==> src/design/sic_pkg.sv <==
// ----------------------------------------------------------------------------
// sic_pkg
// Shared types and constants for the segment intersection classifier.
// ----------------------------------------------------------------------------
`default_nettype none

package sic_pkg;

    localparam int COORD_BITS = 16;
    localparam int DELTA_W    = COORD_BITS + 1;     // coordinate difference
    localparam int PROD_W     = 2 * DELTA_W;        // delta * delta
    localparam int CROSS_W    = PROD_W + 1;         // den / na / nb
    localparam int MAG_W      = CROSS_W;            // magnitude of den / na
    localparam int QUO_W      = DELTA_W;            // offset magnitude < 2^DELTA_W
    localparam int DIVD_W     = MAG_W + DELTA_W;    // |na| * |delta|

    typedef enum logic [1:0] {
        REL_NONE       = 2'd0,
        REL_CROSS      = 2'd1,
        REL_COINCIDENT = 2'd2,
        REL_PARALLEL   = 2'd3
    } rel_t;

    typedef struct packed {
        logic signed [COORD_BITS-1:0] first_start_x;
        logic signed [COORD_BITS-1:0] first_start_y;
        logic signed [COORD_BITS-1:0] first_end_x;
        logic signed [COORD_BITS-1:0] first_end_y;
        logic signed [COORD_BITS-1:0] second_start_x;
        logic signed [COORD_BITS-1:0] second_start_y;
        logic signed [COORD_BITS-1:0] second_end_x;
        logic signed [COORD_BITS-1:0] second_end_y;
    } in_word_t;

    typedef struct packed {
        logic [1:0]                   relation;
        logic signed [COORD_BITS-1:0] cross_x;
        logic signed [COORD_BITS-1:0] cross_y;
    } out_word_t;

    // Word carried along the divider chain: two divisions share one divisor.
    typedef struct packed {
        rel_t                         rel;
        logic [MAG_W-1:0]             den_mag;
        logic [DIVD_W-1:0]            rem_x;
        logic [DIVD_W-1:0]            rem_y;
        logic [QUO_W-1:0]             quo_x;
        logic [QUO_W-1:0]             quo_y;
        logic                         neg_x;
        logic                         neg_y;
        logic signed [COORD_BITS-1:0] x1;
        logic signed [COORD_BITS-1:0] y1;
    } div_word_t;

endpackage

`default_nettype wire

==> src/design/sic_div_cell.sv <==
// ----------------------------------------------------------------------------
// sic_div_cell
// One restoring-division step for both coordinates: one quotient bit each.
// ----------------------------------------------------------------------------
`default_nettype none

module sic_div_cell #(
    parameter int SHIFT = 0
) (
    input  wire logic               clk,
    input  wire logic               en,
    input  wire sic_pkg::div_word_t prev,
    output sic_pkg::div_word_t      next
);
    import sic_pkg::*;

    div_word_t         cell_reg;
    div_word_t         cell_next;
    logic [DIVD_W-1:0] dsh;

    assign dsh = DIVD_W'(prev.den_mag) << SHIFT;

    always_comb
    begin
        cell_next = prev;
        if (prev.rem_x >= dsh)
        begin
            cell_next.rem_x        = prev.rem_x - dsh;
            cell_next.quo_x[SHIFT] = 1'b1;
        end
        if (prev.rem_y >= dsh)
        begin
            cell_next.rem_y        = prev.rem_y - dsh;
            cell_next.quo_y[SHIFT] = 1'b1;
        end
    end

    always_ff @(posedge clk)
    begin
        if (en)
        begin
            cell_reg <= cell_next;
        end
    end

    assign next = cell_reg;

endmodule

`default_nettype wire

==> config.mk <==
export PLATFORM = sky130hd
export DESIGN_NAME = sic_div_cell
export DESIGN_NICKNAME = d
export VERILOG_FILES = /design/src/design/sic_pkg.sv /design/src/design/sic_div_cell.sv
export SDC_FILE = /design/constraint.sdc
export NUM_CORES = 1
export LEC_CHECK = 0
export BUFFER_PORTS_ARGS = -buffer_cell sky130_fd_sc_hd__buf_2
export CORE_UTILIZATION = 35
export CTS_BUF_LIST = sky130_fd_sc_hd__clkbuf_2 sky130_fd_sc_hd__clkbuf_4 sky130_fd_sc_hd__clkbuf_8
export CTS_CLUSTER_SIZE = 25
export DETAILED_ROUTE_END_ITERATION = 10
export HOLD_SLACK_MARGIN = 0.02
export PLACE_DENSITY = 0.66
export SLEW_MARGIN = 20
export SYNTH_ARGS = -nofsm -noshare
export SYNTH_HDL_FRONTEND = slang
export SYNTH_SLANG_ARGS = --single-unit
==> constraint.sdc <==
create_clock -name clk -period 4.9 [get_ports clk]
set_clock_uncertainty 0.1 [all_clocks]
set_input_delay 0.735 -clock clk [delete_from_list [all_inputs] [get_ports clk]]
set_output_delay 0.735 -clock clk [all_outputs]
set_load 0.01 [all_outputs]
==> impl_summary.txt <==
----------------------------------------------------
[Logic synthesis]
  Largest family of logic cells by synthesized area ... compound AO/OA/AOI/OAI gates
  Post-Synth XOR/XNOR Area ... 0.0659
  Post-synthesis instance total ... 1,191
  Area fraction in and, or, nand and nor cells after synthesis ... 0.143
  Average size of a mapped cell ... about 10 sq um
  Fraction of synthesis flops using an asynchronous set or reset pin ... 0
  Register area share after synthesis ... 0.502
  Flip-flop and latch count after synthesis ... approximately 210
  Area fraction in compound gates after synthesis ... 0.176
  Number of warnings issued by yosys ... 0
  Post-synthesis instance area ... between 0.01 and 0.015 sq mm
  Multiplexer fraction of the synthesized cell area ... 0.00661
  Adder-cell share of the synthesized area ... 0.0733
  Synthesized netlist net count ... 1,474
  Post-synth EDFFs ... 209
  Most used flip-flop cell after synthesis ... sky130_fd_sc_hd__edfxtp_1
  Count of different cell masters after synthesis ... 73

[Drt]
  Violation count after the first detailed-route iteration ... between 700 and 800
  Final routed wirelength across all metal layers ... 42,000 microns
  Wire length per cell after detailed routing ... around 20 microns
  Detailed-route via count ... 11,100
  Residual DRC count ... 0
  Number of iterations in the first detailed-routing pass ... 5
  Via density per instance ... between 5 and 6
  Number of nets still failing antenna checks after routing ... 0

[Critical path]
  Data arrival time at the worst-slack endpoint ... ~3.8 ns
  Highest fanout seen on the critical path ... 32
  Critical Path, Cell by Cell ... buf_2 > inv_1 > ha_1 > and2_4 > a221o_1 > o41ai_4 > nand2_1 > o21a_1 > nor2_4 > buf_4 > nor4_1 > xor2_1
  Max incr delay on CP ... between 0.6 and 0.7 ns
  CP max stage cell ... sky130_fd_sc_hd__nor2_4
  Startpoint kind of the worst setup timing path ... primary input
  Critical path capture point type ... flip-flop
  Data required time at the worst endpoint ... just over 5 ns
  Kind of critical path ... in -> reg

[Status]
  Status ... finished clean

[Power]
  Sequential Power Share ... 0.437
  Net switching power ... about 1.6 mW
  Combinational share of power ... 0.234
  Net switching share of the total power ... 0.302
  Share of power burned in the clock network ... 0.330
  Worst IR Drop VDD ... about 0.23 mV
  Static Leak ... roughly 6.6 nW
  Total power per unit cell area ... 327 mW/mm^2
  Pint ... between 3 and 4 mW

[Cells and area]
  Number of nets in the finished design ... ~1,900
  Largest register FFs ... 209
  Area growth from synthesis to layout ... 27.0%
  Share of cells above drive strength 1 ... 0.313

[STA]
  Hold Fails Final Rpt ... 0
  Rel. slew slack ... 0.333
  Fmax ... approximately 270 MHz
  Number of pins exceeding their max-slew limit in the final report ... 0
  Final-layout setup total negative slack ... 0 ns
  Final count of negative-setup-slack endpoints ... 0
  Worst hold slack ... ~0.25 ns
  Portion of the clock cycle consumed by the worst path in the final layout ... 0.750
  Fin crit period ... around 3.7 ns
  Slew @ Worst Pin ... about 1.0 ns
  Setup repair after global routing missed its margin ... no

[Clocking]
  Postcts setup bufs ... 0
  Register clock-pin slew on the reported worst setup and hold paths ... about 0.060 ns
  CTS tree ... done
  H-tree levels ... 2
  Clock buffer count from CTS ... 39
  Count of hold-fix buffers inserted at cts ... 0
  Buffer depth of the longest clock path ... 3
  Root buf cell ... sky130_fd_sc_hd__clkbuf_8
  Post-cts resize count ... 0
  Clock tree sinks ... approximately 210

[Floorplan]
  Core box area ... roughly 0.035 sq mm
  Die area ... 0.0365 sq mm
  I/O pin total ... 420
  Initial Util ... 0.359
  Die H ... 191 microns
  Chip width ... ~190 microns
  Num rows ... 68

[Global routing]
  GRT Total Usage ... 0.223
  GRT overflow ... 0
  Maximum number of pins on one net before global-route repair ... 114
  Number of antenna violations at the first check in global routing ... 12
  First-pass GRT wire length ... 61,400 microns
  Number of global-route vias before repair ... approximately 11,000

[Place]
  Port-buffer cells ... 419
  Detailed placer's ending HPWL ... around 34,000 microns
  GP Congestion ... roughly 0.94

[Min path]
  Worst Hold Path Cells ... 1
  Worst Hold Class ... in -> reg

[Job]
  Max_cap viols ... 0

----------------------------------------------------
synthesized netlist by cell type (all sizes together) (17+ instances only):
| master | n | area share |
|---|---|---|
| nand2b | 20 | 0.010 |
| nor2 | 59 | 0.018 |
| xor2 | 54 | 0.038 |
| nand4 | 24 | 0.013 |
| inv | 50 | 0.015 |
| ha | 70 | 0.070 |
| clkbuf | 23 | 0.0069 |
| a21oi | 89 | 0.036 |
| a21o | 37 | 0.022 |
| o21ai | 121 | 0.048 |
| nor3 | 18 | 0.0072 |
| edfxtp | 209 | 0.50 |
| xnor2 | 40 | 0.028 |
| nand3 | 17 | 0.0068 |
| nand2 | 143 | 0.043 |
| nor4 | 17 | 0.0095 |
| buf | 23 | 0.011 |
| or3 | 17 | 0.0085 |
path summary, 6_finish.rpt:
kind / from / end / slack (ns)
worst max-delay path: prev[187] / next[159] / 1.22
worst min-delay path: prev[192] / next[192] / 0.25
final cells by class:
type	instances	area (sq um)
diodes	8	20.0
clock buffers	48	611
clock inverters	21	166
fillers	3377	18900
inverters	50	188
multi-input cells	886	5810
flip-flops and latches	209	6280
well taps	455	569
repair buffers	430	2230
critical path, delay by kind of cell:
kind            cells  cell delay, ns
compound gates      3            1.04
simple gates        4            1.05
buf+inv             3            0.49
xor+xnor            1            0.15
fa+ha+maj           1            0.38
layout by cell type, fill, tap and decap left out, types with 7 or more instances in the layout:
cell type                  Yosys  layout
sky130_fd_sc_hd__nor2b_1       8       8
sky130_fd_sc_hd__edfxtp_1    209     209
sky130_fd_sc_hd__xnor2_1      40      40
sky130_fd_sc_hd__buf_2        14     418
sky130_fd_sc_hd__nor3_1       18      18
sky130_fd_sc_hd__a21oi_1      89      89
sky130_fd_sc_hd__a21o_1       37      37
sky130_fd_sc_hd__buf_4         7       8
sky130_fd_sc_hd__o21a_1       12      12
sky130_fd_sc_hd__a31oi_1       9       9
sky130_fd_sc_hd__xor2_1       54      54
sky130_fd_sc_hd__nand2_1     143     143
sky130_fd_sc_hd__nand3_1      17      17
sky130_fd_sc_hd__nand4_1      23      23
sky130_fd_sc_hd__clkbuf_8      0      40
sky130_fd_sc_hd__nor4_1       15      15
sky130_fd_sc_hd__clkbuf_4      0       8
sky130_fd_sc_hd__diode_2       0       8
sky130_fd_sc_hd__ha_1         70      70
sky130_fd_sc_hd__nor2_1       58      58
sky130_fd_sc_hd__o21ai_0      98      98
sky130_fd_sc_hd__o21ai_1      23      23
sky130_fd_sc_hd__inv_1        50      50
sky130_fd_sc_hd__and3_1        7       7
sky130_fd_sc_hd__or3_1        17      17
sky130_fd_sc_hd__and2_1        8       8
sky130_fd_sc_hd__o211ai_1     13      13
sky130_fd_sc_hd__nand2b_1     20      20
sky130_fd_sc_hd__o21bai_1     13      13
metal layers:
layer	share of wire	track usage
met1	0.40	0.266
met4	0.029	0.0748
met2	0.49	0.392
met3	0.074	0.0527
met5	0.00095	0
metrics by stage:
step                      total power [mW]  instances   util  area, sq um  worst slack [ns]
after global routing                  5.45       2104  0.456        15900              1.05
after CTS                             5.26       2099  0.455        15800              1.29
after detailed placement              3.52       2030  0.433        15100             0.712
after floorplan                       2.98       1191      -        12500              1.37
after global placement                3.51       2030  0.433        15100             0.799
final                                 5.20       2107  0.456        15900              1.22
cell families after synthesis:
family                   Yosys count
XOR/XNOR                          94
buffers and inverters             96
flip-flops                       209
adder cells (fa/ha/maj)           72
multiplexers                       8
AND/OR/NAND/NOR                  363
AO/OA/AOI/OAI                    349
power by group through the flow:
stage | Clock, mW | Combinational, mW | Sequential [mW]
finish | 1.71 | 1.21 | 2.27
CTS | 1.77 | 1.22 | 2.27
global placement | 0 | 1.20 | 2.31
floorplan | 0 | 0.568 | 2.41
global route | 1.83 | 1.33 | 2.29
detailed placement | 0 | 1.21 | 2.31
No activity file was read; power rests on OpenSTA's default activity.
